### src/rtl/jcn_pkg.sv
// Shared types, constants and codes of the joystick calibrate and normalize block.
`default_nettype none

package jcn_pkg;

   localparam int NUM_CHANNELS_DEF = 4;
   localparam int SAMPLE_BITS_DEF  = 12;

   localparam int CH_BITS        = 2;
   localparam int OUT_BITS       = 12;
   localparam int FRAME_BITS     = 16;
   localparam int SPAN_BITS      = 12;
   localparam int MASK_BITS      = 4;
   localparam int CSR_INDEX_BITS = 3;
   localparam int CSR_DATA_BITS  = 16;
   localparam int OUT_MAX        = (1 << OUT_BITS) - 1;

   localparam logic OP_SAMPLE = 1'b0;
   localparam logic OP_RECAL  = 1'b1;

   localparam logic [FRAME_BITS-1:0] RANGE_FRAMES_RST  = 16'd250;
   localparam logic [FRAME_BITS-1:0] SETTLE_FRAMES_RST = 16'd100;
   localparam logic [SPAN_BITS-1:0]  MIN_SPAN_RST      = 12'd1200;
   localparam logic [MASK_BITS-1:0]  REVERSE_MASK_RST  = 4'd9;
   localparam logic [OUT_BITS-1:0]   OUT_LOW_RST       = 12'd1000;
   localparam logic [OUT_BITS-1:0]   OUT_CENTER_RST    = 12'd1500;
   localparam logic [OUT_BITS-1:0]   OUT_HIGH_RST      = 12'd2000;

   typedef enum logic [1:0] {
      PH_NORMAL = 2'd0,
      PH_RANGE  = 2'd1,
      PH_MID    = 2'd2,
      PH_FINISH = 2'd3
   } cal_phase_type;

   typedef enum logic [CSR_INDEX_BITS-1:0] {
      CSR_RANGE_FRAMES  = 3'd0,
      CSR_SETTLE_FRAMES = 3'd1,
      CSR_MIN_SPAN      = 3'd2,
      CSR_REVERSE_MASK  = 3'd3,
      CSR_OUT_LOW       = 3'd4,
      CSR_OUT_CENTER    = 3'd5,
      CSR_OUT_HIGH      = 3'd6
   } csr_index_type;

   typedef enum logic [3:0] {
      ST_IDLE,
      ST_EXEC,
      ST_CLAMP,
      ST_SETUP,
      ST_MULDIV,
      ST_ADD,
      ST_SAT,
      ST_FINISH
   } top_state_type;

   typedef enum logic [1:0] {
      MD_IDLE,
      MD_MUL,
      MD_DIV,
      MD_DONE
   } md_state_type;

   typedef struct packed {
      logic [FRAME_BITS-1:0] range_frames;
      logic [FRAME_BITS-1:0] settle_frames;
      logic [SPAN_BITS-1:0]  min_span;
      logic [MASK_BITS-1:0]  reverse_mask;
      logic [OUT_BITS-1:0]   out_low;
      logic [OUT_BITS-1:0]   out_center;
      logic [OUT_BITS-1:0]   out_high;
   } cfg_type;

   typedef struct packed {
      logic               apply;
      logic               recal;
      logic [CH_BITS-1:0] channel;
      logic               frame_end;
   } cal_cmd_type;

   typedef struct packed {
      logic          ch_ok;
      cal_phase_type next_phase;
      logic          save;
   } cal_status_type;

   typedef struct packed {
      logic busy;
      logic done;
   } md_status_type;

endpackage

`default_nettype wire

### src/rtl/jcn_if.sv
// Valid/ready channel interfaces: sample requests, results and register writes.
`default_nettype none

interface jcn_req_if
   import jcn_pkg::*;
#(
   parameter int SAMPLE_BITS = SAMPLE_BITS_DEF
) ();
   logic                   valid;
   logic                   ready;
   logic                   operation;
   logic [CH_BITS-1:0]     channel;
   logic [SAMPLE_BITS-1:0] sample;
   logic                   frame_end;

   modport source (output valid, operation, channel, sample, frame_end, input ready);
   modport sink   (input valid, operation, channel, sample, frame_end, output ready);
endinterface

interface jcn_rsp_if
   import jcn_pkg::*;
();
   logic                valid;
   logic                ready;
   logic [CH_BITS-1:0]  out_channel;
   logic [OUT_BITS-1:0] scaled_value;
   logic                value_valid;
   cal_phase_type       phase;
   logic                save_request;

   modport source (output valid, out_channel, scaled_value, value_valid, phase, save_request,
                   input ready);
   modport sink   (input valid, out_channel, scaled_value, value_valid, phase, save_request,
                   output ready);
endinterface

interface jcn_csr_if
   import jcn_pkg::*;
();
   logic                      valid;
   logic                      ready;
   logic [CSR_INDEX_BITS-1:0] index;
   logic [CSR_DATA_BITS-1:0]  data;

   modport source (output valid, index, data, input ready);
   modport sink   (input valid, index, data, output ready);
endinterface

`default_nettype wire

### src/rtl/jcn_muldiv.sv
// Bit-serial unit: shift-add multiply, then restoring divide one quotient bit a cycle.
`default_nettype none

module jcn_muldiv
   import jcn_pkg::*;
#(
   parameter int SAMPLE_BITS = SAMPLE_BITS_DEF
) (
   input  wire logic                            clock,
   input  wire logic                            reset,
   input  wire logic                            start,
   input  wire logic [SAMPLE_BITS-1:0]          a,
   input  wire logic [OUT_BITS-1:0]             b,
   input  wire logic [SAMPLE_BITS-1:0]          d,
   output md_status_type                        status,
   output logic [SAMPLE_BITS+OUT_BITS-1:0]      q
);

   localparam int N_W   = SAMPLE_BITS + OUT_BITS;
   localparam int CNT_W = $clog2(N_W);

   md_state_type            state_ff, state_in;
   logic [CNT_W-1:0]        cnt_ff, cnt_in;
   logic [N_W-1:0]          mcand_ff, mcand_in;
   logic [OUT_BITS-1:0]     mplier_ff, mplier_in;
   logic [N_W-1:0]          acc_ff, acc_in;
   logic [SAMPLE_BITS-1:0]  rem_ff, rem_in;
   logic [SAMPLE_BITS-1:0]  d_ff, d_in;
   logic [SAMPLE_BITS:0]    shifted;
   logic [SAMPLE_BITS+1:0]  trial;

   always_ff @(posedge clock) begin
      if (reset) begin
         state_ff <= MD_IDLE;
      end else begin
         state_ff <= state_in;
      end
      cnt_ff    <= cnt_in;
      mcand_ff  <= mcand_in;
      mplier_ff <= mplier_in;
      acc_ff    <= acc_in;
      rem_ff    <= rem_in;
      d_ff      <= d_in;
   end

   always_comb begin
      state_in  = state_ff;
      cnt_in    = cnt_ff;
      mcand_in  = mcand_ff;
      mplier_in = mplier_ff;
      acc_in    = acc_ff;
      rem_in    = rem_ff;
      d_in      = d_ff;
      shifted   = {rem_ff, acc_ff[N_W-1]};
      trial     = {1'b0, shifted} - {2'b00, d_ff};
      case (state_ff)
         MD_IDLE: begin
            if (start) begin
               mcand_in  = N_W'(a);
               mplier_in = b;
               acc_in    = '0;
               rem_in    = '0;
               d_in      = d;
               cnt_in    = CNT_W'(OUT_BITS - 1);
               state_in  = MD_MUL;
            end
         end
         MD_MUL: begin
            // add the shifted multiplicand for each set multiplier bit
            if (mplier_ff[0]) begin
               acc_in = acc_ff + mcand_ff;
            end
            mcand_in  = {mcand_ff[N_W-2:0], 1'b0};
            mplier_in = {1'b0, mplier_ff[OUT_BITS-1:1]};
            if (cnt_ff == '0) begin
               cnt_in   = CNT_W'(N_W - 1);
               state_in = MD_DIV;
            end else begin
               cnt_in = cnt_ff - 1'b1;
            end
         end
         MD_DIV: begin
            // product shifts out at the top, quotient bits shift in at the bottom
            if (!trial[SAMPLE_BITS+1]) begin
               rem_in = trial[SAMPLE_BITS-1:0];
               acc_in = {acc_ff[N_W-2:0], 1'b1};
            end else begin
               rem_in = shifted[SAMPLE_BITS-1:0];
               acc_in = {acc_ff[N_W-2:0], 1'b0};
            end
            if (cnt_ff == '0) begin
               state_in = MD_DONE;
            end else begin
               cnt_in = cnt_ff - 1'b1;
            end
         end
         MD_DONE: begin
            state_in = MD_IDLE;
         end
         default: begin
            state_in = MD_IDLE;
         end
      endcase
   end

   assign status.busy = (state_ff != MD_IDLE);
   assign status.done = (state_ff == MD_DONE);
   assign q           = acc_ff;

endmodule

`default_nettype wire

### src/rtl/jcn_calib.sv
// Calibration sequencer: phase, frame counter and per-channel low/mid/high stores.
`default_nettype none

module jcn_calib
   import jcn_pkg::*;
#(
   parameter int NUM_CHANNELS = NUM_CHANNELS_DEF,
   parameter int SAMPLE_BITS  = SAMPLE_BITS_DEF
) (
   input  wire logic                   clock,
   input  wire logic                   reset,
   input  wire cal_cmd_type            cmd,
   input  wire logic [SAMPLE_BITS-1:0] sample,
   input  wire cfg_type                cfg,
   output cal_phase_type               phase,
   output cal_status_type              status,
   output logic [SAMPLE_BITS-1:0]      low_rd,
   output logic [SAMPLE_BITS-1:0]      mid_rd,
   output logic [SAMPLE_BITS-1:0]      high_rd
);

   localparam int CMP_W = ((SAMPLE_BITS > SPAN_BITS) ? SAMPLE_BITS : SPAN_BITS) + 1;
   localparam logic [SAMPLE_BITS-1:0] FULL_SCALE = {SAMPLE_BITS{1'b1}};
   localparam logic [SAMPLE_BITS-1:0] MID_SCALE  = {1'b1, {(SAMPLE_BITS-1){1'b0}}};

   cal_phase_type          phase_ff, phase_in;
   logic [FRAME_BITS-1:0]  fc_ff, fc_in;
   logic [SAMPLE_BITS-1:0] low_ff  [NUM_CHANNELS];
   logic [SAMPLE_BITS-1:0] high_ff [NUM_CHANNELS];
   logic [SAMPLE_BITS-1:0] mid_ff  [NUM_CHANNELS];
   logic [SAMPLE_BITS-1:0] low_in  [NUM_CHANNELS];
   logic [SAMPLE_BITS-1:0] high_in [NUM_CHANNELS];
   logic [SAMPLE_BITS-1:0] mid_in  [NUM_CHANNELS];
   logic [SAMPLE_BITS-1:0] low_trk [NUM_CHANNELS];
   logic [SAMPLE_BITS-1:0] high_trk[NUM_CHANNELS];
   logic [CMP_W-1:0]       span_diff[NUM_CHANNELS];
   logic                   ch_ok;
   logic                   spans_ok;
   logic                   save;

   always_ff @(posedge clock) begin
      if (reset) begin
         phase_ff <= PH_RANGE;
         fc_ff    <= '0;
         for (int c = 0; c < NUM_CHANNELS; c++) begin
            low_ff[c]  <= FULL_SCALE;
            high_ff[c] <= '0;
            mid_ff[c]  <= MID_SCALE;
         end
      end else begin
         phase_ff <= phase_in;
         fc_ff    <= fc_in;
         for (int c = 0; c < NUM_CHANNELS; c++) begin
            low_ff[c]  <= low_in[c];
            high_ff[c] <= high_in[c];
            mid_ff[c]  <= mid_in[c];
         end
      end
   end

   // store reads for the scaler and range tracking of phase 1
   always_comb begin
      ch_ok   = 32'(cmd.channel) < NUM_CHANNELS;
      low_rd  = low_ff[0];
      mid_rd  = mid_ff[0];
      high_rd = high_ff[0];
      for (int c = 0; c < NUM_CHANNELS; c++) begin
         low_trk[c]  = low_ff[c];
         high_trk[c] = high_ff[c];
         if (32'(cmd.channel) == c) begin
            low_rd  = low_ff[c];
            mid_rd  = mid_ff[c];
            high_rd = high_ff[c];
            if (cmd.apply && !cmd.recal && phase_ff == PH_RANGE) begin
               if (sample < low_ff[c]) begin
                  low_trk[c] = sample;
               end
               if (sample > high_ff[c]) begin
                  high_trk[c] = sample;
               end
            end
         end
      end
   end

   // span check sees this beat's range update; a channel with high below low fails
   always_comb begin
      spans_ok = 1'b1;
      for (int c = 0; c < NUM_CHANNELS; c++) begin
         span_diff[c] = CMP_W'(high_trk[c]) - CMP_W'(low_trk[c]);
         if (span_diff[c][CMP_W-1] || span_diff[c] < CMP_W'(cfg.min_span)) begin
            spans_ok = 1'b0;
         end
      end
   end

   always_comb begin
      phase_in = phase_ff;
      fc_in    = fc_ff;
      save     = 1'b0;
      for (int c = 0; c < NUM_CHANNELS; c++) begin
         low_in[c]  = low_ff[c];
         high_in[c] = high_ff[c];
         mid_in[c]  = mid_ff[c];
      end
      if (cmd.apply) begin
         if (cmd.recal) begin
            phase_in = PH_RANGE;
            fc_in    = '0;
            for (int c = 0; c < NUM_CHANNELS; c++) begin
               low_in[c]  = FULL_SCALE;
               high_in[c] = '0;
            end
         end else begin
            case (phase_ff)
               PH_NORMAL: begin
               end
               PH_FINISH: begin
                  if (cmd.frame_end) begin
                     phase_in = PH_NORMAL;
                     save     = 1'b1;
                  end
               end
               PH_RANGE, PH_MID: begin
                  for (int c = 0; c < NUM_CHANNELS; c++) begin
                     low_in[c]  = low_trk[c];
                     high_in[c] = high_trk[c];
                     if (phase_ff == PH_MID && ch_ok && 32'(cmd.channel) == c &&
                         fc_ff > cfg.settle_frames) begin
                        mid_in[c] = sample;
                     end
                  end
                  if (cmd.frame_end) begin
                     if (fc_ff > cfg.range_frames && spans_ok) begin
                        phase_in = (phase_ff == PH_RANGE) ? PH_MID : PH_FINISH;
                        fc_in    = '0;
                     end else if (fc_ff != {FRAME_BITS{1'b1}}) begin
                        fc_in = fc_ff + 1'b1;
                     end
                  end
               end
               default: begin
                  phase_in = phase_ff;
               end
            endcase
         end
      end
   end

   assign phase             = phase_ff;
   assign status.ch_ok      = ch_ok;
   assign status.next_phase = phase_in;
   assign status.save       = save;

endmodule

`default_nettype wire

### src/rtl/joystick_calibrate_normalize_top.sv
// Top level of the joystick calibrate and normalize block.
// Calibration beats (recalibrate, phases 1 to 3, unknown channel) pass through the execute and finish states.
// Scaled beats in phase 0: clamp, setup, the serial unit, then add and saturate; the unit does
// a shift-add multiply and a restoring divide of one quotient bit per cycle.
// One beat in flight; the next is taken while a finished result waits in the output register.
// Synchronous active-high reset: phase 1, frame count zero, stores at full scale/zero/mid.
`default_nettype none

module joystick_calibrate_normalize_top
   import jcn_pkg::*;
#(
   parameter int NUM_CHANNELS = NUM_CHANNELS_DEF,
   parameter int SAMPLE_BITS  = SAMPLE_BITS_DEF
) (
   input wire logic  clock,
   input wire logic  reset,
   jcn_req_if.sink   req_bus,
   jcn_rsp_if.source rsp_bus,
   jcn_csr_if.sink   csr_bus
);

   localparam int N_W = SAMPLE_BITS + OUT_BITS;
   // quotient plus base and mirror headroom, signed
   localparam int R_W = N_W + 3;

   // control and configuration
   top_state_type state_ff, state_in;
   cfg_type       cfg_ff, cfg_in;

   // beat being worked on
   logic                   item_op_ff, item_op_in;
   logic [CH_BITS-1:0]     item_ch_ff, item_ch_in;
   logic [SAMPLE_BITS-1:0] item_sample_ff, item_sample_in;
   logic                   item_fe_ff, item_fe_in;

   // scaling datapath
   logic [SAMPLE_BITS-1:0]  v_ff, v_in;
   logic                    neg_ff, neg_in;
   logic                    den_zero_ff, den_zero_in;
   logic [OUT_BITS-1:0]     base_ff, base_in;
   logic signed [R_W-1:0]   r_ff, r_in;

   // finished result waiting for the output register
   logic [CH_BITS-1:0]  res_ch_ff, res_ch_in;
   logic [OUT_BITS-1:0] res_scaled_ff, res_scaled_in;
   logic                res_valid_ff, res_valid_in;
   cal_phase_type       res_phase_ff, res_phase_in;
   logic                res_save_ff, res_save_in;

   // output register
   logic                rsp_valid_ff, rsp_valid_in;
   logic [CH_BITS-1:0]  rsp_ch_ff, rsp_ch_in;
   logic [OUT_BITS-1:0] rsp_scaled_ff, rsp_scaled_in;
   logic                rsp_vv_ff, rsp_vv_in;
   cal_phase_type       rsp_phase_ff, rsp_phase_in;
   logic                rsp_save_ff, rsp_save_in;

   // submodule links
   cal_cmd_type            cal_cmd;
   cal_status_type         cal_status;
   cal_phase_type          cal_phase;
   logic [SAMPLE_BITS-1:0] low_rd, mid_rd, high_rd;
   md_status_type          md_status;
   logic                   md_start;
   logic [N_W-1:0]         md_q;

   // setup and finishing arithmetic
   logic                    upper;
   logic [SAMPLE_BITS-1:0]  a_val;
   logic [SAMPLE_BITS:0]    den_s;
   logic [SAMPLE_BITS:0]    den_abs;
   logic [OUT_BITS:0]       b_s;
   logic [OUT_BITS:0]       b_abs;
   logic signed [R_W-1:0]   q_ext;
   logic signed [R_W-1:0]   q_s;
   logic signed [R_W-1:0]   mirrored;
   logic signed [R_W-1:0]   r_final;
   logic [OUT_BITS-1:0]     sat_value;
   logic                    req_fire;

   jcn_calib #(
      .NUM_CHANNELS (NUM_CHANNELS),
      .SAMPLE_BITS  (SAMPLE_BITS)
   ) u_calib (
      .clock   (clock),
      .reset   (reset),
      .cmd     (cal_cmd),
      .sample  (item_sample_ff),
      .cfg     (cfg_ff),
      .phase   (cal_phase),
      .status  (cal_status),
      .low_rd  (low_rd),
      .mid_rd  (mid_rd),
      .high_rd (high_rd)
   );

   jcn_muldiv #(
      .SAMPLE_BITS (SAMPLE_BITS)
   ) u_muldiv (
      .clock  (clock),
      .reset  (reset),
      .start  (md_start),
      .a      (a_val),
      .b      (b_abs[OUT_BITS-1:0]),
      .d      (den_abs[SAMPLE_BITS-1:0]),
      .status (md_status),
      .q      (md_q)
   );

   assign req_fire      = req_bus.valid && req_bus.ready;
   assign req_bus.ready = (state_ff == ST_IDLE);
   assign csr_bus.ready = 1'b1;

   assign rsp_bus.valid        = rsp_valid_ff;
   assign rsp_bus.out_channel  = rsp_ch_ff;
   assign rsp_bus.scaled_value = rsp_scaled_ff;
   assign rsp_bus.value_valid  = rsp_vv_ff;
   assign rsp_bus.phase        = rsp_phase_ff;
   assign rsp_bus.save_request = rsp_save_ff;

   always_ff @(posedge clock) begin
      if (reset) begin
         state_ff     <= ST_IDLE;
         rsp_valid_ff <= 1'b0;
         cfg_ff       <= '{range_frames:  RANGE_FRAMES_RST,
                           settle_frames: SETTLE_FRAMES_RST,
                           min_span:      MIN_SPAN_RST,
                           reverse_mask:  REVERSE_MASK_RST,
                           out_low:       OUT_LOW_RST,
                           out_center:    OUT_CENTER_RST,
                           out_high:      OUT_HIGH_RST};
      end else begin
         state_ff     <= state_in;
         rsp_valid_ff <= rsp_valid_in;
         cfg_ff       <= cfg_in;
      end
      item_op_ff     <= item_op_in;
      item_ch_ff     <= item_ch_in;
      item_sample_ff <= item_sample_in;
      item_fe_ff     <= item_fe_in;
      v_ff           <= v_in;
      neg_ff         <= neg_in;
      den_zero_ff    <= den_zero_in;
      base_ff        <= base_in;
      r_ff           <= r_in;
      res_ch_ff      <= res_ch_in;
      res_scaled_ff  <= res_scaled_in;
      res_valid_ff   <= res_valid_in;
      res_phase_ff   <= res_phase_in;
      res_save_ff    <= res_save_in;
      rsp_ch_ff      <= rsp_ch_in;
      rsp_scaled_ff  <= rsp_scaled_in;
      rsp_vv_ff      <= rsp_vv_in;
      rsp_phase_ff   <= rsp_phase_in;
      rsp_save_ff    <= rsp_save_in;
   end

   // register writes; an index past the list is dropped
   always_comb begin
      cfg_in = cfg_ff;
      if (csr_bus.valid) begin
         case (csr_index_type'(csr_bus.index))
            CSR_RANGE_FRAMES:  cfg_in.range_frames  = csr_bus.data[FRAME_BITS-1:0];
            CSR_SETTLE_FRAMES: cfg_in.settle_frames = csr_bus.data[FRAME_BITS-1:0];
            CSR_MIN_SPAN:      cfg_in.min_span      = csr_bus.data[SPAN_BITS-1:0];
            CSR_REVERSE_MASK:  cfg_in.reverse_mask  = csr_bus.data[MASK_BITS-1:0];
            CSR_OUT_LOW:       cfg_in.out_low       = csr_bus.data[OUT_BITS-1:0];
            CSR_OUT_CENTER:    cfg_in.out_center    = csr_bus.data[OUT_BITS-1:0];
            CSR_OUT_HIGH:      cfg_in.out_high      = csr_bus.data[OUT_BITS-1:0];
            default:           cfg_in = cfg_ff;
         endcase
      end
   end

   // Segment setup from the clamped sample. Above the mid point the slope runs to high,
   // below it to low. Either segment can see a negative denominator (high under mid, or mid
   // under low, after a poor calibration), so carry signs apart and divide magnitudes: that
   // truncates toward zero.
   always_comb begin
      upper = (v_ff >= mid_rd);
      if (upper) begin
         a_val   = v_ff - mid_rd;
         den_s   = {1'b0, high_rd} - {1'b0, mid_rd};
         b_s     = {1'b0, cfg_ff.out_high} - {1'b0, cfg_ff.out_center};
         base_in = cfg_ff.out_center;
      end else begin
         a_val   = v_ff - low_rd;
         den_s   = {1'b0, mid_rd} - {1'b0, low_rd};
         b_s     = {1'b0, cfg_ff.out_center} - {1'b0, cfg_ff.out_low};
         base_in = cfg_ff.out_low;
      end
      den_abs     = den_s[SAMPLE_BITS] ? -den_s : den_s;
      b_abs       = b_s[OUT_BITS] ? -b_s : b_s;
      neg_in      = den_s[SAMPLE_BITS] ^ b_s[OUT_BITS];
      den_zero_in = (den_s == '0);
   end

   // Apply the sign and base, then mirror (reverse-mask channels) and saturate to the output range.
   always_comb begin
      q_ext = R_W'(md_q);
      q_s   = neg_ff ? -q_ext : q_ext;
      if (den_zero_ff) begin
         r_in = R_W'(cfg_ff.out_center);
      end else begin
         r_in = R_W'(base_ff) + q_s;
      end
      mirrored = R_W'(cfg_ff.out_low) + R_W'(cfg_ff.out_high) - r_ff;
      r_final  = cfg_ff.reverse_mask[item_ch_ff] ? mirrored : r_ff;
      if (r_final < 0) begin
         sat_value = '0;
      end else if (r_final > R_W'(OUT_MAX)) begin
         sat_value = OUT_BITS'(OUT_MAX);
      end else begin
         sat_value = r_final[OUT_BITS-1:0];
      end
   end

   always_comb begin
      state_in       = state_ff;
      item_op_in     = item_op_ff;
      item_ch_in     = item_ch_ff;
      item_sample_in = item_sample_ff;
      item_fe_in     = item_fe_ff;
      v_in           = v_ff;
      res_ch_in      = res_ch_ff;
      res_scaled_in  = res_scaled_ff;
      res_valid_in   = res_valid_ff;
      res_phase_in   = res_phase_ff;
      res_save_in    = res_save_ff;
      rsp_valid_in   = rsp_valid_ff;
      rsp_ch_in      = rsp_ch_ff;
      rsp_scaled_in  = rsp_scaled_ff;
      rsp_vv_in      = rsp_vv_ff;
      rsp_phase_in   = rsp_phase_ff;
      rsp_save_in    = rsp_save_ff;
      md_start       = 1'b0;

      cal_cmd.apply     = 1'b0;
      cal_cmd.recal     = (item_op_ff == OP_RECAL);
      cal_cmd.channel   = item_ch_ff;
      cal_cmd.frame_end = item_fe_ff;

      // drop the output beat once taken
      if (rsp_valid_ff && rsp_bus.ready) begin
         rsp_valid_in = 1'b0;
      end

      case (state_ff)
         ST_IDLE: begin
            if (req_fire) begin
               item_op_in     = req_bus.operation;
               item_ch_in     = req_bus.channel;
               item_sample_in = req_bus.sample;
               item_fe_in     = req_bus.frame_end;
               state_in       = ST_EXEC;
            end
         end
         ST_EXEC: begin
            if (item_op_ff == OP_SAMPLE && cal_phase == PH_NORMAL && cal_status.ch_ok) begin
               state_in = ST_CLAMP;
            end else begin
               // calibration beat: update state and capture the report in the same cycle
               cal_cmd.apply = 1'b1;
               res_ch_in     = item_ch_ff;
               res_scaled_in = '0;
               res_valid_in  = 1'b0;
               res_phase_in  = cal_status.next_phase;
               res_save_in   = cal_status.save;
               state_in      = ST_FINISH;
            end
         end
         ST_CLAMP: begin
            // clamp to high, then to low, so low wins when the two cross
            v_in = item_sample_ff;
            if (item_sample_ff > high_rd) begin
               v_in = high_rd;
            end
            if (v_in < low_rd) begin
               v_in = low_rd;
            end
            state_in = ST_SETUP;
         end
         ST_SETUP: begin
            md_start = 1'b1;
            state_in = ST_MULDIV;
         end
         ST_MULDIV: begin
            if (md_status.done) begin
               state_in = ST_ADD;
            end
         end
         ST_ADD: begin
            state_in = ST_SAT;
         end
         ST_SAT: begin
            res_ch_in     = item_ch_ff;
            res_scaled_in = sat_value;
            res_valid_in  = 1'b1;
            res_phase_in  = PH_NORMAL;
            res_save_in   = 1'b0;
            state_in      = ST_FINISH;
         end
         ST_FINISH: begin
            // hold until the output register is free
            if (!rsp_valid_ff || rsp_bus.ready) begin
               rsp_valid_in  = 1'b1;
               rsp_ch_in     = res_ch_ff;
               rsp_scaled_in = res_scaled_ff;
               rsp_vv_in     = res_valid_ff;
               rsp_phase_in  = res_phase_ff;
               rsp_save_in   = res_save_ff;
               state_in      = ST_IDLE;
            end
         end
         default: begin
            state_in = ST_IDLE;
         end
      endcase
   end

`ifndef ASSERT_OFF
   a_start_idle: assert property (@(posedge clock) disable iff (reset)
      md_start |-> !md_status.busy)
      else $error("serial unit started while busy");

   a_done_in_wait: assert property (@(posedge clock) disable iff (reset)
      md_status.done |-> state_ff == ST_MULDIV)
      else $error("serial unit finished outside the wait state");

   a_accept_exec: assert property (@(posedge clock) disable iff (reset)
      req_fire |=> state_ff == ST_EXEC)
      else $error("accepted beat not taken into execution");

   a_save_normal: assert property (@(posedge clock) disable iff (reset)
      rsp_valid_ff && rsp_save_ff |-> rsp_phase_ff == PH_NORMAL && !rsp_vv_ff)
      else $error("save request outside a completed calibration");

   a_invalid_zero: assert property (@(posedge clock) disable iff (reset)
      rsp_valid_ff && !rsp_vv_ff |-> rsp_scaled_ff == '0)
      else $error("nonzero value on an invalid result");
`endif

endmodule

`default_nettype wire

### src/flat_wrapper.sv
// flat-port wrapper written by rule: the top's interface ports become plain ports
module joystick_calibrate_normalize_top_flat import jcn_pkg::*;
#(
   parameter int NUM_CHANNELS = NUM_CHANNELS_DEF,
   parameter int SAMPLE_BITS  = SAMPLE_BITS_DEF
)
  (clock, reset, req_bus_valid, req_bus_operation, req_bus_channel, req_bus_sample, req_bus_frame_end, req_bus_ready, rsp_bus_valid, rsp_bus_out_channel, rsp_bus_scaled_value, rsp_bus_value_valid, rsp_bus_phase, rsp_bus_save_request, rsp_bus_ready, csr_bus_valid, csr_bus_index, csr_bus_data, csr_bus_ready);
  jcn_req_if #(.SAMPLE_BITS(SAMPLE_BITS)) req_bus_i ();
  jcn_rsp_if rsp_bus_i ();
  jcn_csr_if csr_bus_i ();
  input wire logic clock;
  input wire logic reset;
  input wire logic [$bits(req_bus_i.valid)-1:0] req_bus_valid;
  input wire logic [$bits(req_bus_i.operation)-1:0] req_bus_operation;
  input wire logic [$bits(req_bus_i.channel)-1:0] req_bus_channel;
  input wire logic [$bits(req_bus_i.sample)-1:0] req_bus_sample;
  input wire logic [$bits(req_bus_i.frame_end)-1:0] req_bus_frame_end;
  output wire logic [$bits(req_bus_i.ready)-1:0] req_bus_ready;
  output wire logic [$bits(rsp_bus_i.valid)-1:0] rsp_bus_valid;
  output wire logic [$bits(rsp_bus_i.out_channel)-1:0] rsp_bus_out_channel;
  output wire logic [$bits(rsp_bus_i.scaled_value)-1:0] rsp_bus_scaled_value;
  output wire logic [$bits(rsp_bus_i.value_valid)-1:0] rsp_bus_value_valid;
  output wire logic [$bits(rsp_bus_i.phase)-1:0] rsp_bus_phase;
  output wire logic [$bits(rsp_bus_i.save_request)-1:0] rsp_bus_save_request;
  input wire logic [$bits(rsp_bus_i.ready)-1:0] rsp_bus_ready;
  input wire logic [$bits(csr_bus_i.valid)-1:0] csr_bus_valid;
  input wire logic [$bits(csr_bus_i.index)-1:0] csr_bus_index;
  input wire logic [$bits(csr_bus_i.data)-1:0] csr_bus_data;
  output wire logic [$bits(csr_bus_i.ready)-1:0] csr_bus_ready;
  assign req_bus_i.valid = req_bus_valid;
  assign req_bus_i.operation = req_bus_operation;
  assign req_bus_i.channel = req_bus_channel;
  assign req_bus_i.sample = req_bus_sample;
  assign req_bus_i.frame_end = req_bus_frame_end;
  assign req_bus_ready = req_bus_i.ready;
  assign rsp_bus_valid = rsp_bus_i.valid;
  assign rsp_bus_out_channel = rsp_bus_i.out_channel;
  assign rsp_bus_scaled_value = rsp_bus_i.scaled_value;
  assign rsp_bus_value_valid = rsp_bus_i.value_valid;
  assign rsp_bus_phase = rsp_bus_i.phase;
  assign rsp_bus_save_request = rsp_bus_i.save_request;
  assign rsp_bus_i.ready = rsp_bus_ready;
  assign csr_bus_i.valid = csr_bus_valid;
  assign csr_bus_i.index = csr_bus_index;
  assign csr_bus_i.data = csr_bus_data;
  assign csr_bus_ready = csr_bus_i.ready;
  joystick_calibrate_normalize_top #(.NUM_CHANNELS(NUM_CHANNELS), .SAMPLE_BITS(SAMPLE_BITS)) u_core (.clock(clock), .reset(reset), .req_bus(req_bus_i), .rsp_bus(rsp_bus_i), .csr_bus(csr_bus_i));
endmodule
### config.mk
export PLATFORM = sky130hd
export DESIGN_NAME = joystick_calibrate_normalize_top_flat
export DESIGN_NICKNAME = d
export VERILOG_FILES = /design/src/rtl/jcn_pkg.sv /design/src/rtl/jcn_if.sv /design/src/rtl/jcn_muldiv.sv /design/src/rtl/jcn_calib.sv /design/src/rtl/joystick_calibrate_normalize_top.sv /design/src/flat_wrapper.sv
export SDC_FILE = /design/constraint.sdc
export NUM_CORES = 2
export LEC_CHECK = 0
export BUFFER_PORTS_ARGS = -buffer_cell sky130_fd_sc_hd__buf_2
export CELL_PAD_IN_SITES_DETAIL_PLACEMENT = 1
export CELL_PAD_IN_SITES_GLOBAL_PLACEMENT = 1
export CORE_MARGIN = 5
export CORE_UTILIZATION = 55
export CTS_BUF_LIST = sky130_fd_sc_hd__clkbuf_8
export DETAILED_ROUTE_END_ITERATION = 12
export PLACE_DENSITY_LB_ADDON = 0.1
export SYNTH_ARGS = -nofsm -noshare
export SYNTH_HDL_FRONTEND = slang
export SYNTH_SLANG_ARGS = --single-unit
export TNS_END_PERCENT = 30
### constraint.sdc
create_clock -name clock -period 19.9 [get_ports clock]
set_input_delay 3.98 -clock clock [delete_from_list [all_inputs] [get_ports clock]]
set_output_delay 3.98 -clock clock [all_outputs]
set_load 0.05 [all_outputs]
After elaboration in Yosys (flattened, before gate mapping)
Memory sizes are Yosys's and may differ from the RTL's.
Cells that the tools add are included.
- bits in registers: 303
- bits in latches: 0
- memory bits (writable): 144
- memory bits (read-only): 0
- bits of input ports: 40
- output and inout port bits: 21
- word-level logic and storage cells: 318
- memories: 3
- add/sub/neg operators: 20
- $mul: 0
- div/mod/pow operators: 0
- $lt $le $gt $ge: 20
- eq/ne operators: 32
- shift-type cells: 0
- muxes and demuxes: 137
- bitwise logic cells: 14
- reductions and logical operators: 54
- memory list (name ; depth ; bits a word ; rd ports ; clocked after Yosys merged registers in ; wr ports ; line ; source):
    u_core.u_calib.high_ff ; 4 ; 12 ; 4 ; 0 ; 4 ; jcn_calib.sv:29 ; logic [SAMPLE_BITS-1:0] high_ff [NUM_CHANNELS];
    u_core.u_calib.low_ff ; 4 ; 12 ; 4 ; 0 ; 4 ; jcn_calib.sv:28 ; logic [SAMPLE_BITS-1:0] low_ff [NUM_CHANNELS];
    u_core.u_calib.mid_ff ; 4 ; 12 ; 4 ; 0 ; 4 ; jcn_calib.sv:30 ; logic [SAMPLE_BITS-1:0] mid_ff [NUM_CHANNELS];
- operators by type and width (operator ; number):
    $mux 12 ; 63
    $mux 48 ; 9
    $sub 12x12->13 ; 8
    $mux 16 ; 5
    $mux 24 ; 3
    $pmux 12 s2 ; 3
    $pmux 24 s3 ; 1
    $gt 12x12->1 ; 5
    $lt 12x12->1 ; 5
    $mux 27 ; 2
    $lt 13x12->1 ; 4
    $pmux 24 s2 ; 1
    $gt 16x16->1 ; 2
    $pmux 4 s8 ; 1
    $add 12x27->27 ; 1
    $gt 27x13->1 const B ; 1
    $lt 27x1->1 const B ; 1
    $neg 24->27 ; 1
    $sub 27x27->27 ; 1
    $mux 13 ; 2
    $reduce_and 2->1 ; 13
    $add 24x24->24 ; 1
    $neg 12->12 ; 2
    $sub 12x12->12 ; 2
    43 further kinds ; 140

Longest topological paths before layout
- depth in word-level cells: 23
- gate-level depth with buffers: 34

Modules after synthesis
A second synthesis with hierarchy kept.
- cell total of the unflattened synthesis: 3828
- area total of the unflattened synthesis: 34018.9 um^2
- modules (own cells, without submodules) (module ; instances ; cells each ; area an instance (um^2) ; seq. area each (um^2)):
    jcn_calib ; 1 ; 1613 ; 14247.4 ; 3243.1
    joystick_calibrate_normalize_top ; 1 ; 1711 ; 14178.6 ; 4504.3
    jcn_muldiv ; 1 ; 504 ; 5592.9 ; 2712.6

Worst setup path after synthesis
OpenSTA, ideal clock, no wires.
- kind: register -> register
- start point: reg u_core.u_calib.phase_ff[0] (netlist: u_core.u_calib.phase[0])
- end point: reg u_core.u_calib.fc_ff[11]
- arrival: 7112 ps
- data required time: 19772 ps
- slack: 12660 ps
- stages on the path, launching flop included: 33
- path through: dfxtp_1 -> inv_1 -> ha_1 -> nor2b_1 -> nor3_1 -> and3_1 -> nand2_1 -> or4_1 -> o41a_1 -> clkbuf_1 -> buf_1 -> o21ai_0 -> ha_1 -> inv_1 -> a21o_1 -> a21o_1 -> a21o_1 -> a21oi_1 -> o21bai_1 -> a41o_1 -> o41ai_1 -> xnor2_1 -> ha_1 -> o22ai_1 -> or3_1 -> a211o_1 -> a2111o_1 -> or4_1 -> a211oi_1 -> and3_1 -> a21o_1 -> clkbuf_1 -> nor2_1
- cells in the longest elaborated chain, start to end: 20
- elaborated cells between the ends (all ways): 49
- those cells by class: add/sub: 4; order compare: 4; eq/ne: 2; mux: 26; reduce/logical: 13
- ends and longest elaborated chain (what ; line ; source):
    start, declared ; jcn_calib.sv:26 ; cal_phase_type phase_ff, phase_in;
    start signal, assigned ; jcn_calib.sv:51 ; phase_ff <= phase_in;
    $logic_not 2->1 ; joystick_calibrate_normalize_top.sv:259 ; if (item_op_ff == OP_SAMPLE && cal_phase == PH_NORMAL && cal_status.ch_ok) begin
    $logic_and 1x1->1 ; joystick_calibrate_normalize_top.sv:259 ;
    $mux 1 ; joystick_calibrate_normalize_top.sv:259 ;
    $mux 1 ; joystick_calibrate_normalize_top.sv:248 ; case (state_ff)
    $logic_and 1x1->1 (2 in a row) ; jcn_calib.sv:74 ; if (cmd.apply && !cmd.recal && phase_ff == PH_RANGE) begin
    $mux 12 ; jcn_calib.sv:74 ;
    $mux 12 ; jcn_calib.sv:70 ; if (32'(cmd.channel) == c) begin
    $sub 12x12->13 ; jcn_calib.sv:90 ; span_diff[c] = CMP_W'(high_trk[c]) - CMP_W'(low_trk[c]);
    $lt 13x12->1 ; jcn_calib.sv:91 ; if (span_diff[c][CMP_W-1] || span_diff[c] < CMP_W'(cfg.min_span)) begin
    $logic_or 1x1->1 ; jcn_calib.sv:91 ;
    $mux 1 (4 in a row) ; jcn_calib.sv:91 ;
    $logic_and 1x1->1 ; jcn_calib.sv:134 ; if (fc_ff > cfg.range_frames && spans_ok) begin
    $mux 16 ; jcn_calib.sv:134 ;
    $mux 16 ; jcn_calib.sv:133 ; if (cmd.frame_end) begin
    $mux 16 ; jcn_calib.sv:115 ; case (phase_ff)
    $mux 16 ; jcn_calib.sv:107 ; if (cmd.recal) begin
    end signal, assigned ; jcn_calib.sv:52 ; fc_ff <= fc_in;
    end, declared ; jcn_calib.sv:27 ; logic [FRAME_BITS-1:0] fc_ff, fc_in;
Parallel ways exist; a longest one is shown, timed or not. The select of a mux whose other input is x is not followed.
A chain may end at the register's enable or synchronous reset.

Final worst setup path
- start point: reg u_core.u_calib.phase_ff[0] (netlist: u_core.u_calib.phase[0])
- end point: reg u_core.u_calib.fc_ff[1]
The elaborated chain is that of the path after synthesis.

==> results.yml <==
outcome:
  status: "complete, no violations"
drt:
  post_drt_via_cell_ratio: 6.38
  dr_total_vias: 29728
  routed_wire_length_mm: 116
  drt_pass_1_iters: 5
  post-route-drc-count: 0
  drtAntennaViolNets: 0
  detail_route.wl_per_cell_um: 24.8
  detailedRoute.firstIterationViolations: 1941
cts:
  clk_pin_slew_ps: 60
  ctsLongestPathBuffers: 3
  tritoncts.num_buffers: 80
  clk_latency_ps: 700
  h_tree_depth_reported_by_cts: 3
  tritoncts_num_sinks: 446
  cts_hold_buf: 0
  clock-root-buffer: "sky130_fd_sc_hd__clkbuf_8"
  cts_resized: 0
  post-cts-setup-buffers: 0
  cts_tree: "yes"
sta:
  timing.final.hold_violations: 0
  worst-slew-pin-transition_ps: 1270
  setup_tns_ps: 0
  fin_skew_ps: 43.2
  setup_viol: 0
  fin_crit_ps: 8810
  maximum_achievable_frequency_mhz: 114
  grt_setup_unrepaired: "no"
  fin_hold_ws_ps: 425
  post-route-period-util_pct: 44.3
  timing.slew.headroom_pct: 14.8
  slew_viol_final: 0
final_layout:
  layout.core_utilization_pct: 60.0
  area_growth_pct: 8.13
  fillCellCount: 7020
  drive_gt1_share_pct: 9.93
  nets: 4263
floorplanning:
  dieArea_um2: 65800
  coreArea_um2: 60200
  die_w_um: 257
  io-pin-count: 61
  fp-row-count: 90
  y_dimension_of_the_die_um: 257
  initial_utilization_pct: 55.5
pwr:
  fin_total_pwr_mw: 3.26
  power.ir.vdd_worst_mv: 0.0521
  p_leak_nw: 16.3
  power.density_cell_area_nw_per_um2: 90.1
synthesis:
  async_set_or_reset_register_ratio_after_synthesis_pct: 0
  synth_top_cells_by_area: "sky130_fd_sc_hd__dfxtp_1 18%, sky130_fd_sc_hd__ha_1 15%, sky130_fd_sc_hd__edfxtp_1 14%, sky130_fd_sc_hd__mux2i_1 4.3%, sky130_fd_sc_hd__nand2_1 4.3%"
  syn-instance-count: 3794
  synth-main-ff-cell: "sky130_fd_sc_hd__dfxtp_1"
  synth_edf_count: 153
  synth_cell_type_count: 87
  cell_taking_the_most_area_after_synthesis: "sky130_fd_sc_hd__dfxtp_1"
  synth.most_common_cell: "sky130_fd_sc_hd__ha_1"
  yosysTopAreaCellShare_pct: 17.6
  sequential_cell_area_fraction_in_the_yosys_report_pct: 31.3
  syn_nets: 4247
  synth.yosys.warnings: 0
  synth-seq-cells: 446
  post_synth.cell_area_avg_um2: 8.81
  mappedNetlistArea_um2: 33400
  synthTopCellsByCount: "398 x sky130_fd_sc_hd__ha_1, 383 x sky130_fd_sc_hd__nand2_1, 297 x sky130_fd_sc_hd__nor2_1, 293 x sky130_fd_sc_hd__dfxtp_1, 289 x sky130_fd_sc_hd__inv_1"
global_route:
  grt_antenna_before_repair: 3
  grt_usage_pct: 33.8
  grt_pass1_wl_mm: 179
  grt_pass1_vias: 31798
  grt_start_max_net_pins: 87
  grt-ovfl-total: 0
setup_path:
  timing.critical_path.arrival_ps: 9350
  critPathKind: "reg -> reg"
  cp_common_cell: "sky130_fd_sc_hd__a21o_1"
  cell_type_group_with_the_largest_total_delay_on_the_critical_path: "compound AO/OA/AOI/OAI gates"
  reg_to_reg_setup_timing_slack_ps: 11090
  critPathBufInv: 1
  crit_required_ps: 20440
  crit_path_end_kind: "register"
  timing.critical_path.slowest_stage_cell: "sky130_fd_sc_hd__o41a_1"
  cp_max_fo: 17
  regToRegEndpoint: "u_core.u_calib.fc_ff[1]$_SDFFE_PP0P_"
  r2r_startpoint: "u_core.u_calib.phase[0]$_SDFF_PP1_"
  crit_path_max_incr_delay_ps: 670
  rr_worst_depth: 28
  startpoint_type: "register"
placement:
  detailed_place_hpwl_mm: 86.8
  gp_congestion: 0.947
  buffers_on_ports: 59
flow_run:
  max_cap_violations: 0
min_path:
  worstHoldPathType: "reg -> reg"
  worst_hold_path.num_cells: 0
  hp-start: "u_core.res_scaled_ff[5]$_SDFFCE_PP0P_"
  hold_path_end: "u_core.rsp_bus.scaled_value[5]$_DFFE_PP_"
-- routing by layer --
metal	part of all wire (%)	wire length (um)	vias up	GRT usage [%]
met5	0.011	13	-	0
met4	4.6	5380	2	14.4
met3	5.5	6390	318	5.25
met2	49	56900	850	60.0
met1	41	47000	14888	40.9
li1	-	-	13670	-
-- worst max-delay path by stage --
stage,endpoint,cells after the start,from,slack [ps]
4_1_cts,u_core.u_calib.fc_ff[1]$_SDFFE_PP0P_,28,u_core.u_calib.phase[0]$_SDFF_PP1_,11160
3_3_place_gp,u_core.u_calib.fc_ff[9]$_SDFFE_PP0P_,28,u_core.u_calib.phase[0]$_SDFF_PP1_,11470
2_1_floorplan,u_core.u_calib.fc_ff[11]$_SDFFE_PP0P_,32,u_core.u_calib.phase[0]$_SDFF_PP1_,12660
5_1_grt,u_core.u_calib.fc_ff[7]$_SDFFE_PP0P_,28,u_core.u_calib.phase[0]$_SDFF_PP1_,10620
3_5_place_dp,u_core.u_calib.fc_ff[7]$_SDFFE_PP0P_,28,u_core.u_calib.phase[0]$_SDFF_PP1_,11280
6_report,u_core.u_calib.fc_ff[1]$_SDFFE_PP0P_,28,u_core.u_calib.phase[0]$_SDFF_PP1_,11090
-- area by class of cell --
class / count / area [um^2] / area share [%]
clock inverter: 52 / 340 / 0.942
antenna: 3 / 7.51 / 0.0208
clock buffer: 96 / 1320 / 3.66
inverter: 291 / 1090 / 3.02
tap: 782 / 978 / 2.71
multi-input combinational: 2893 / 21300 / 59.1
sequential: 446 / 10500 / 28.9
timing repair buffer: 98 / 591 / 1.63
-- through the flow --
stage	setup WS, ps	instances	cell area (um^2)
6_report	11090	4661	36100
5_1_grt	10620	4659	36100
4_1_cts	11160	4658	36100
3_5_place_dp	11280	4510	34500
3_3_place_gp	11470	4510	34500
2_1_floorplan	12660	3794	33400
-- cell usage in the layout (no fill, tap or decap), types with 29 or more instances in the layout --
cell                       instances
sky130_fd_sc_hd__o21a_1           34
sky130_fd_sc_hd__a31oi_1          29
sky130_fd_sc_hd__nor3_1           66
sky130_fd_sc_hd__nand2b_1         43
sky130_fd_sc_hd__mux4_2           36
sky130_fd_sc_hd__nand2_1         383
sky130_fd_sc_hd__edfxtp_1        153
sky130_fd_sc_hd__nand3_1          68
sky130_fd_sc_hd__xor2_1           74
sky130_fd_sc_hd__ha_1            397
sky130_fd_sc_hd__mux2_2           79
sky130_fd_sc_hd__clkbuf_8         96
sky130_fd_sc_hd__buf_4            40
sky130_fd_sc_hd__a21oi_1         253
sky130_fd_sc_hd__mux2i_1         143
sky130_fd_sc_hd__nor2_1          294
sky130_fd_sc_hd__a22oi_1          56
sky130_fd_sc_hd__o21ai_0         168
sky130_fd_sc_hd__nor2b_1          70
sky130_fd_sc_hd__buf_2            58
sky130_fd_sc_hd__nand4_1          39
sky130_fd_sc_hd__o211ai_1         70
sky130_fd_sc_hd__a21o_1           90
sky130_fd_sc_hd__inv_1           318
sky130_fd_sc_hd__xnor2_1         132
sky130_fd_sc_hd__dfxtp_1         293
-- power breakdown --
part           switching [mW]  internal [mW]  leakage (nW)  total [mW]
sequential              0.107           1.08          3.78        1.19
clock                   0.419          0.492         0.962       0.911
combinational           0.710          0.447          11.5        1.16
total                    1.24           2.02          16.3        3.26
-- state kept, by name, indices dropped and copies added (netlist names), 3 cells and up --
name,count
u_core.rsp_bus.scaled_value,12
u_core.u_calib.fc_ff,16
u_core.item_sample_ff,12
u_core.r_ff,27
u_core.u_calib.high_ff,48
u_core.res_scaled_ff,12
u_core.v_ff,12
u_core.u_muldiv.q,24
u_core.u_muldiv.d_ff,12
u_core.u_muldiv.rem_ff,12
u_core.cfg_ff,84
u_core.u_muldiv.mplier_ff,12
u_core.base_ff,12
u_core.u_calib.low_ff,48
u_core.u_muldiv.cnt_ff,5
u_core.u_calib.mid_ff,48
u_core.u_muldiv.mcand_ff,24
u_core.state_ff,3
-- cell families after synthesis --
kind of cell               count (synthesis)  synth area share, %
DFF                                      446                 31.3
adders and majority gates                413                 15.8
AOI/OAI and AO/OA                        889                 17.2
and+or+nand+nor                         1125                 15.7
xor gates and xnor gates                 206                 5.40
buffers and inverters                    455                 5.15
muxes                                    259                 9.40
other                                      1               0.0112
-- worst reg2reg max path, delay by kind of cell (launching register included) --
| kind | cells | cell delay (ps) |
|---|---|---|
| adder cells (fa/ha/maj) | 3 | 810 |
| flip-flops | 1 | 410 |
| XOR/XNOR | 1 | 120 |
| buffers and inverters | 1 | 150 |
| AND/OR/NAND/NOR | 8 | 2890 |
| multiplexers | 1 | 430 |
| AO/OA/AOI/OAI | 14 | 3870 |
Note: power is estimated with default switching activity, not from simulation.
